$ cat src/sgitlg_pkg.sv
// Shared types and constants for the SGI target-list grouper.
// Used by the front, queue, back and top-level modules; depends on nothing.
package sgitlg_pkg;

    // Default core count and queue depth
    localparam int CoreCountDefault = 32;
    localparam int QueueDepth       = 2;

    // Input item kinds
    localparam logic KIND_PUBLISH = 1'b0;
    localparam logic KIND_SEND    = 1'b1;

    // Result status codes
    localparam logic [1:0] STATUS_SENT      = 2'd0;
    localparam logic [1:0] STATUS_PUBLISHED = 2'd1;
    localparam logic [1:0] STATUS_REFUSED   = 2'd2;

    // Configuration register indexes
    localparam logic CFG_SGI_NUMBER   = 1'b0;
    localparam logic CFG_RANGE_SELECT = 1'b1;

    // One classified item as it travels from front to back
    typedef struct packed {
        logic        kind;
        logic        refused;
        logic        store;
        logic [4:0]  core_index;
        logic [31:0] affinity;
        logic [31:0] core_mask;
    } t_entry;

endpackage

$ cat src/sgitlg_front.sv
// Front end: holds the configuration registers, accepts and classifies items.
// Depends on sgitlg_pkg.
module sgitlg_front import sgitlg_pkg::*; #(
    parameter int CORE_COUNT = CoreCountDefault
) (
    input  logic        i_clk,
    input  logic        i_rst_n,
    input  logic        i_start,
    input  logic        i_kind,
    input  logic [4:0]  i_core_index,
    input  logic [31:0] i_affinity,
    input  logic [31:0] i_core_mask,
    input  logic        i_cfg_we,
    input  logic        i_cfg_index,
    input  logic [3:0]  i_cfg_data,
    input  logic        i_q_full,
    output logic        o_busy,
    output logic        o_push,
    output t_entry      o_entry,
    output logic [3:0]  o_sgi_number
);

    logic [3:0] r_sgi_number;
    logic       r_rs_supported;
    logic       w_refused;
    logic       w_in_range;

    // Update configuration registers
    always_ff @(posedge i_clk) begin
        if (!i_rst_n) begin
            r_sgi_number   <= '0;
            r_rs_supported <= 1'b0;
        end else if (i_cfg_we) begin
            unique case (i_cfg_index)
                CFG_SGI_NUMBER:   r_sgi_number   <= i_cfg_data;
                CFG_RANGE_SELECT: r_rs_supported <= i_cfg_data[0];
                default:          r_sgi_number   <= r_sgi_number;
            endcase
        end
    end

    // Classify: refuse a publish with a nonzero range select when it is unsupported
    assign w_refused  = (i_kind == KIND_PUBLISH) && (i_affinity[7:4] != 4'd0) &&
                        !r_rs_supported;
    assign w_in_range = {1'b0, i_core_index} < 6'(CORE_COUNT);

    always_comb begin
        o_entry.kind       = i_kind;
        o_entry.refused    = w_refused;
        o_entry.store      = (i_kind == KIND_PUBLISH) && !w_refused && w_in_range;
        o_entry.core_index = i_core_index;
        o_entry.affinity   = i_affinity;
        o_entry.core_mask  = i_core_mask;
    end

    // Accept a beat whenever the queue has room
    assign o_busy       = i_q_full;
    assign o_push       = i_start && !i_q_full;
    assign o_sgi_number = r_sgi_number;

endmodule

$ cat src/sgitlg_queue.sv
// Short FIFO of classified items between the front and back ends.
// Depends on sgitlg_pkg for the entry type.
module sgitlg_queue import sgitlg_pkg::*; #(
    parameter int DEPTH = QueueDepth
) (
    input  logic   i_clk,
    input  logic   i_rst_n,
    input  logic   i_push,
    input  t_entry i_entry,
    input  logic   i_pop,
    output logic   o_valid,
    output logic   o_full,
    output t_entry o_entry
);

    localparam int PtrW = (DEPTH > 1) ? $clog2(DEPTH) : 1;
    localparam int CntW = $clog2(DEPTH + 1);

    t_entry            r_mem [DEPTH];
    logic [PtrW-1:0]   r_wr_ptr;
    logic [PtrW-1:0]   r_rd_ptr;
    logic [CntW-1:0]   r_count;

    // Store incoming beats
    always_ff @(posedge i_clk) begin
        if (i_push) begin
            r_mem[r_wr_ptr] <= i_entry;
        end
    end

    // Advance pointers and occupancy
    always_ff @(posedge i_clk) begin
        if (!i_rst_n) begin
            r_wr_ptr <= '0;
            r_rd_ptr <= '0;
            r_count  <= '0;
        end else begin
            if (i_push) begin
                r_wr_ptr <= (r_wr_ptr == PtrW'(DEPTH - 1)) ? '0 : r_wr_ptr + 1'b1;
            end
            if (i_pop) begin
                r_rd_ptr <= (r_rd_ptr == PtrW'(DEPTH - 1)) ? '0 : r_rd_ptr + 1'b1;
            end
            if (i_push && !i_pop) begin
                r_count <= r_count + 1'b1;
            end else if (i_pop && !i_push) begin
                r_count <= r_count - 1'b1;
            end
        end
    end

    assign o_valid = (r_count != '0);
    assign o_full  = (r_count == CntW'(DEPTH));
    assign o_entry = r_mem[r_rd_ptr];

endmodule

$ cat src/sgitlg_back.sv
// Back end: affinity table, seated flags and the grouping sequencer.
// Depends on sgitlg_pkg; pops items from sgitlg_queue.
module sgitlg_back import sgitlg_pkg::*; #(
    parameter int CORE_COUNT = CoreCountDefault
) (
    input  logic        i_clk,
    input  logic        i_rst_n,
    input  logic        i_q_valid,
    input  t_entry      i_q_entry,
    input  logic [3:0]  i_sgi_number,
    output logic        o_q_pop,
    output logic        o_valid,
    output logic [1:0]  o_status,
    output logic [63:0] o_sgi_word,
    output logic        o_last
);

    localparam int IdxW = (CORE_COUNT > 1) ? $clog2(CORE_COUNT) : 1;

    localparam logic [1:0] ST_IDLE  = 2'd0;
    localparam logic [1:0] ST_PICK  = 2'd1;
    localparam logic [1:0] ST_CHECK = 2'd2;

    logic [31:0]           r_table [CORE_COUNT];
    logic [31:0]           r_rd_data;
    logic [CORE_COUNT-1:0] r_seated;

    logic [1:0]            r_state,     n_state;
    logic [CORE_COUNT-1:0] r_pending,   n_pending;
    logic [CORE_COUNT-1:0] r_scan,      n_scan;
    logic [CORE_COUNT-1:0] r_cand_oh,   n_cand_oh;
    logic                  r_have_lead, n_have_lead;
    logic [23:0]           r_cluster,   n_cluster;
    logic [3:0]            r_rs,        n_rs;
    logic [15:0]           r_targets,   n_targets;
    logic                  r_valid,     n_valid;
    logic [1:0]            r_status,    n_status;
    logic [63:0]           r_word,      n_word;
    logic                  r_last,      n_last;

    logic [IdxW-1:0]       w_rd_addr;
    logic                  w_wr_en;
    logic [CORE_COUNT-1:0] w_lead_oh;
    logic [CORE_COUNT-1:0] w_scan_oh;
    logic [15:0]           w_bit;
    logic                  w_match;

    // Encode a one-hot core vector into its index
    function automatic logic [IdxW-1:0] f_index(input logic [CORE_COUNT-1:0] oh);
        logic [IdxW-1:0] idx;
        idx = '0;
        for (int i = 0; i < CORE_COUNT; i++) begin
            if (oh[i]) begin
                idx = idx | IdxW'(i);
            end
        end
        return idx;
    endfunction

    // Isolate the lowest pending core and the lowest core left to scan
    assign w_lead_oh = r_pending & (~r_pending + 1'b1);
    assign w_scan_oh = r_scan & (~r_scan + 1'b1);
    assign w_bit     = 16'd1 << r_rd_data[3:0];
    assign w_match   = (r_rd_data[31:8] == r_cluster) && (r_rd_data[7:4] == r_rs);

    // Sequence publish and send items
    always_comb begin
        n_state     = r_state;
        n_pending   = r_pending;
        n_scan      = r_scan;
        n_cand_oh   = r_cand_oh;
        n_have_lead = r_have_lead;
        n_cluster   = r_cluster;
        n_rs        = r_rs;
        n_targets   = r_targets;
        n_valid     = 1'b0;
        n_status    = r_status;
        n_word      = r_word;
        n_last      = r_last;
        w_rd_addr   = f_index(w_lead_oh);
        w_wr_en     = 1'b0;
        o_q_pop     = 1'b0;

        unique case (r_state)
            ST_IDLE: begin
                if (i_q_valid) begin
                    o_q_pop = 1'b1;
                    if (i_q_entry.kind == KIND_PUBLISH) begin
                        w_wr_en  = i_q_entry.store;
                        n_valid  = 1'b1;
                        n_status = i_q_entry.refused ? STATUS_REFUSED : STATUS_PUBLISHED;
                        n_word   = '0;
                        n_last   = 1'b1;
                    end else begin
                        n_pending = i_q_entry.core_mask[CORE_COUNT-1:0] & r_seated;
                        n_state   = ST_PICK;
                    end
                end
            end
            ST_PICK: begin
                // Take the lowest pending core as lead and fetch its affinity
                if (r_pending == '0) begin
                    n_state = ST_IDLE;
                end else begin
                    n_pending   = r_pending & ~w_lead_oh;
                    n_scan      = r_pending & ~w_lead_oh;
                    n_have_lead = 1'b0;
                    n_state     = ST_CHECK;
                end
            end
            ST_CHECK: begin
                // Latch the lead's key, or gather a matching candidate
                if (!r_have_lead) begin
                    n_cluster = r_rd_data[31:8];
                    n_rs      = r_rd_data[7:4];
                    n_targets = w_bit;
                end else if (w_match) begin
                    n_targets = r_targets | w_bit;
                    n_pending = r_pending & ~r_cand_oh;
                end
                n_have_lead = 1'b1;
                if (r_scan != '0) begin
                    w_rd_addr = f_index(w_scan_oh);
                    n_cand_oh = w_scan_oh;
                    n_scan    = r_scan & ~w_scan_oh;
                end else begin
                    n_valid  = 1'b1;
                    n_status = STATUS_SENT;
                    n_word   = {8'h00, n_cluster[23:16], n_rs, 4'h0, n_cluster[15:8],
                                4'h0, i_sgi_number, n_cluster[7:0], n_targets};
                    n_last   = (n_pending == '0);
                    n_state  = ST_PICK;
                end
            end
            default: begin
                n_state = ST_IDLE;
            end
        endcase
    end

    // Write and read the affinity table
    always_ff @(posedge i_clk) begin
        if (w_wr_en) begin
            r_table[i_q_entry.core_index[IdxW-1:0]] <= i_q_entry.affinity;
        end
        r_rd_data <= r_table[w_rd_addr];
    end

    // Seat published cores
    always_ff @(posedge i_clk) begin
        if (!i_rst_n) begin
            r_seated <= '0;
        end else if (w_wr_en) begin
            r_seated[i_q_entry.core_index[IdxW-1:0]] <= 1'b1;
        end
    end

    // Control registers
    always_ff @(posedge i_clk) begin
        if (!i_rst_n) begin
            r_state   <= ST_IDLE;
            r_pending <= '0;
            r_valid   <= 1'b0;
        end else begin
            r_state   <= n_state;
            r_pending <= n_pending;
            r_valid   <= n_valid;
        end
    end

    // Working and result payload registers
    always_ff @(posedge i_clk) begin
        r_scan      <= n_scan;
        r_cand_oh   <= n_cand_oh;
        r_have_lead <= n_have_lead;
        r_cluster   <= n_cluster;
        r_rs        <= n_rs;
        r_targets   <= n_targets;
        r_status    <= n_status;
        r_word      <= n_word;
        r_last      <= n_last;
    end

    assign o_valid    = r_valid;
    assign o_status   = r_status;
    assign o_sgi_word = r_word;
    assign o_last     = r_last;

    // No send work may be left over once the sequencer is idle
    a_idle_clear: assert property (@(posedge i_clk) disable iff (!i_rst_n)
        (r_state == ST_IDLE) |-> (r_pending == '0))
        else $error("pending cores left while idle");

    // Publish results are single, final beats with an empty word
    a_publish_last: assert property (@(posedge i_clk) disable iff (!i_rst_n)
        (o_valid && (o_status != STATUS_SENT)) |-> (o_last && (o_sgi_word == 64'd0)))
        else $error("publish result not a lone zero beat");

    // Every word with sent status targets at least one core
    a_targets: assert property (@(posedge i_clk) disable iff (!i_rst_n)
        (o_valid && (o_status == STATUS_SENT)) |-> (o_sgi_word[15:0] != 16'd0))
        else $error("emitted word has an empty target list");

    // A word that is not last leaves the sequencer picking the next group
    a_more_groups: assert property (@(posedge i_clk) disable iff (!i_rst_n)
        (o_valid && !o_last) |-> (r_state == ST_PICK) && (r_pending != '0))
        else $error("non-final word with nothing left to send");

endmodule

$ cat src/sgi_target_list_grouper_unit.sv
// Top level of the SGI target-list grouper.
// Depends on sgitlg_pkg, sgitlg_front, sgitlg_queue and sgitlg_back.
//
// Publish items that are neither refused nor out of range seat a core and
// store its packed affinity; send items turn a core mask into SGI1R words,
// one per cluster and 16-wide Aff0 window, lowest lead core first, with
// o_last on the final word. A two-entry queue sits between the front end and
// the sequencer, so busy rises only while the queue holds two items. A send
// loads its mask of seated cores, then per group picks the lead and reads the
// affinity table once per pending core above the lead, and a closing pick
// with nothing pending returns the sequencer to idle. Results appear on
// o_valid for exactly one cycle and cannot be held off; a send that names no
// seated core produces no result.
module sgi_target_list_grouper_unit import sgitlg_pkg::*; #(
    parameter int CORE_COUNT = CoreCountDefault
) (
    input  logic        i_clk,
    input  logic        i_rst_n,
    input  logic        start,
    output logic        busy,
    input  logic        i_kind,
    input  logic [4:0]  i_core_index,
    input  logic [31:0] i_affinity,
    input  logic [31:0] i_core_mask,
    input  logic        i_cfg_we,
    input  logic        i_cfg_index,
    input  logic [3:0]  i_cfg_data,
    output logic        o_valid,
    output logic [1:0]  o_status,
    output logic [63:0] o_sgi_word,
    output logic        o_last
);

    logic       w_push;
    logic       w_pop;
    logic       w_q_valid;
    logic       w_q_full;
    t_entry     w_in_entry;
    t_entry     w_q_entry;
    logic [3:0] w_sgi_number;

    sgitlg_front #(
        .CORE_COUNT (CORE_COUNT)
    ) u_front (
        .i_clk        (i_clk),
        .i_rst_n      (i_rst_n),
        .i_start      (start),
        .i_kind       (i_kind),
        .i_core_index (i_core_index),
        .i_affinity   (i_affinity),
        .i_core_mask  (i_core_mask),
        .i_cfg_we     (i_cfg_we),
        .i_cfg_index  (i_cfg_index),
        .i_cfg_data   (i_cfg_data),
        .i_q_full     (w_q_full),
        .o_busy       (busy),
        .o_push       (w_push),
        .o_entry      (w_in_entry),
        .o_sgi_number (w_sgi_number)
    );

    sgitlg_queue #(
        .DEPTH (QueueDepth)
    ) u_queue (
        .i_clk   (i_clk),
        .i_rst_n (i_rst_n),
        .i_push  (w_push),
        .i_entry (w_in_entry),
        .i_pop   (w_pop),
        .o_valid (w_q_valid),
        .o_full  (w_q_full),
        .o_entry (w_q_entry)
    );

    sgitlg_back #(
        .CORE_COUNT (CORE_COUNT)
    ) u_back (
        .i_clk        (i_clk),
        .i_rst_n      (i_rst_n),
        .i_q_valid    (w_q_valid),
        .i_q_entry    (w_q_entry),
        .i_sgi_number (w_sgi_number),
        .o_q_pop      (w_pop),
        .o_valid      (o_valid),
        .o_status     (o_status),
        .o_sgi_word   (o_sgi_word),
        .o_last       (o_last)
    );

endmodule
$ cat config.mk
export PLATFORM = sky130hd
export DESIGN_NAME = sgi_target_list_grouper_unit
export DESIGN_NICKNAME = d
export VERILOG_FILES = /design/src/sgitlg_pkg.sv /design/src/sgitlg_front.sv /design/src/sgitlg_queue.sv /design/src/sgitlg_back.sv /design/src/sgi_target_list_grouper_unit.sv
export SDC_FILE = /design/constraint.sdc
export NUM_CORES = 2
export LEC_CHECK = 0
export ABC_AREA = 1
export BUFFER_PORTS_ARGS = -buffer_cell sky130_fd_sc_hd__buf_2
export CAP_MARGIN = 0
export CORE_MARGIN = 4
export CORE_UTILIZATION = 44
export CTS_BUF_LIST = sky130_fd_sc_hd__clkbuf_4 sky130_fd_sc_hd__clkbuf_8
export CTS_CLUSTER_SIZE = 12
export DETAILED_ROUTE_END_ITERATION = 10
export SETUP_SLACK_MARGIN = 0.15
export SKIP_CTS_REPAIR_TIMING = 1
export SLEW_MARGIN = 20
export SYNTH_ARGS = -nofsm -noshare
export SYNTH_HDL_FRONTEND = slang
export SYNTH_SLANG_ARGS = --single-unit
export TNS_END_PERCENT = 10
$ cat constraint.sdc
create_clock -name i_clk -period 10.1 [get_ports i_clk]
set_clock_uncertainty 0.2 [all_clocks]
set_input_delay 1.515 -clock i_clk [delete_from_list [all_inputs] [get_ports i_clk]]
set_output_delay 1.515 -clock i_clk [all_outputs]
set_load 0.05 [all_outputs]
==> flow_summary.json <==
{
  "status": "completed",
  "ios": 148,
  "crit_type": "reg -> reg",
  "clk_latency_ps": 940,
  "yosysTopAreaCell": "edfxtp_1",
  "cts.clk_slew.worst_paths_ps": 70,
  "finalSetupViolCount": 0,
  "fp.dieH_um": 376,
  "io_buffer_count": 131,
  "htree_levels": 4,
  "grt_overflow": 0,
  "synthesis.area_um2": 59600,
  "synth-edff-count": 1326,
  "yosys-top-cells-area": "edfxtp_1 67%, nand3_1 13%, nand2_1 6.1%",
  "crit_arrival_ps": 5790,
  "antenna_found_initial": 4,
  "coreArea_um2": 134000,
  "grt_pass1_vias": 40420,
  "drt-pass1-iter-count": 7,
  "drtIter0Drc": 4751,
  "maxCapViolCount": 0,
  "syn-instance-count": 5228,
  "ys_types": 44,
  "fin_cells": 7305,
  "start_util_pct": 44.5,
  "post-synth-top-count-cell": "nand3_1",
  "drc_errors": 0,
  "grt_max_degree": 174,
  "cts_tree": "built",
  "rows": 134,
  "vias": 42067,
  "synthFlopType": "edfxtp_1",
  "drive_gt1_share_pct": 12.6,
  "wl_per_cell_um": 24.8,
  "gp_congestion": 0.921,
  "use_met1_pct": 34.6,
  "crit_fanout": 65,
  "slew_headroom_pct": 22.0,
  "top_usage_layer": "met2",
  "async_flop_share_pct": 0,
  "cts_root_buf": "clkbuf_8",
  "tightest_slew_ps": 1170,
  "areaGrowthSynthToFinish_pct": 11.8,
  "via_per_inst": 5.76,
  "rsz0062_at_grt": "no",
  "die_w_um": 376,
  "finalMaxSlewViolations": 0,
  "grtUsageTotal_pct": 25.0,
  "period_minus_slack_ps": 5130,
  "timing.fmax_mhz": 195,
  "hold_viol": 0,
  "cts.sinks": 1435,
  "start_kind": "register",
  "grt_pass1_wl_um": 264000,
  "postSynthAreaPerCell_um2": 11.4,
  "ant_nets": 0,
  "synthTopCellsByCount": "1550 x nand3_1, 1326 x edfxtp_1, 972 x nand2_1",
  "drt-total-wl_um": 181000,
  "yosysTopAreaCellShare_pct": 66.8,
  "endpoint_kind": "register",
  "dp_hpwl_um": 95200,
  "post-route-period-util_pct": 50.8,
  "grt_util_met3_pct": 3.98,
  "ys_ff_latch": 1435,
  "numCtsBuffers": 226,
  "nets": 5420,
  "post-place-cells": 6877,
  "ys.warnings.count": 0,
  "crit_required_ps": 10760,
  "die_area_um2": 142000,
  "tns_ps": 0,
  "cts_buffer_depth": 3,
  "ys_seq_area_share_pct": 70.4,
  "min_path_type": "reg -> reg",
  "use_met2_pct": 39.7
}
[critical path, cell delays in order, from the launching register on]
cell and delay [ps]:
dfxtp_1 330, inv_1 140, ha_4 660, o21ai_2 220, inv_2 600, nor2_1 140, nand3_1 120, nor2b_1 70
a21oi_4 140, buf_12 400, clkinv_2 890, buf_4 620, nand3_1 170, nand3_1 110, nand2_1 80
[final timing paths]
check	from	to	slack [ps]	cells after the start
max	u_back.r_state[0]	u_back.r_rd_data[0]	4970	14
min reg2reg	u_queue.r_rd_ptr	register	250	1
min	u_queue.r_rd_ptr	register	250	1
max reg2reg	u_back.r_state[0]	u_back.r_rd_data[0]	4970	14
[cell families after synthesis]
group,count (synthesis),share of synthesized area (%)
xor gates and xnor gates,24,0.352
AOI/OAI and AO/OA,277,2.77
other,1,0.00629
adders and majority gates,4,0.0839
buffers and inverters,526,4.11
DFF,1435,70.4
and+or+nand+nor,2961,22.3
[sequential cells by signal (all words and copies together), names as in the netlist, 24 cells and up, named ones only]
signal / count
u_back.r_table: 1024
u_queue.r_mem: 144
u_back.o_sgi_word: 48
u_back.r_pending: 32
u_back.r_rd_data: 32
u_back.r_seated: 32
u_back.r_cand_oh: 31
u_back.r_scan: 31
u_back.r_cluster: 24
[routing by layer]
metal / share of wire (%) / up-vias
met2: 47 / 1945
met5: 0.015 / -
met1: 41 / 20739
met4: 4.0 / 4
met3: 8.2 / 344
li1: - / 19035
[area by class of cell]
| cell class | instances | area (um^2) |
|---|---|---|
| fillers | 11917 | 67500 |
| flip-flops and latches | 1435 | 42000 |
| multi-input cells | 3282 | 15600 |
| clock buffers | 339 | 4100 |
| well taps | 1768 | 2210 |
| repair buffers | 219 | 1420 |
| inverters | 173 | 658 |
| clock inverters | 85 | 638 |
| diodes | 4 | 10.0 |
[layout by cell type, fill, tap and decap left out, types with 5 or more instances in the layout]
cell type / instances
nand3_1: 1550
edfxtp_1: 1326
nand2_1: 963
nor2_1: 310
clkbuf_8: 249
inv_1: 164
buf_2: 131
dfxtp_1: 108
o21ai_0: 92
clkbuf_4: 90
a21oi_1: 79
buf_4: 79
nor2_4: 39
clkinv_2: 35
clkinv_1: 33
o31ai_1: 30
nand4_1: 29
nor3_1: 28
o211ai_1: 26
o22ai_1: 24
xnor2_1: 17
conb_1: 16
nand2_2: 12
nor2_2: 10
o32ai_1: 8
buf_12: 8
or2_2: 7
xor2_1: 7
o221ai_1: 7
bufinv_16: 7
inv_2: 5
[metrics by stage]
stage                     utilization, %  cell area [um^2]  setup slack, ps  hold slack [ps]
after floorplan                        -             59700             3820              226
after global placement              46.1             61900             5060              226
after detailed placement            46.1             61900             5050              235
after CTS                           49.7             66600             5000              246
after global routing                49.7             66700             4710              269
final                               49.7             66700             4970              248
Power is not shown: default switching activity piles up to over one toggle a cycle in this logic, so the estimate is an artifact.
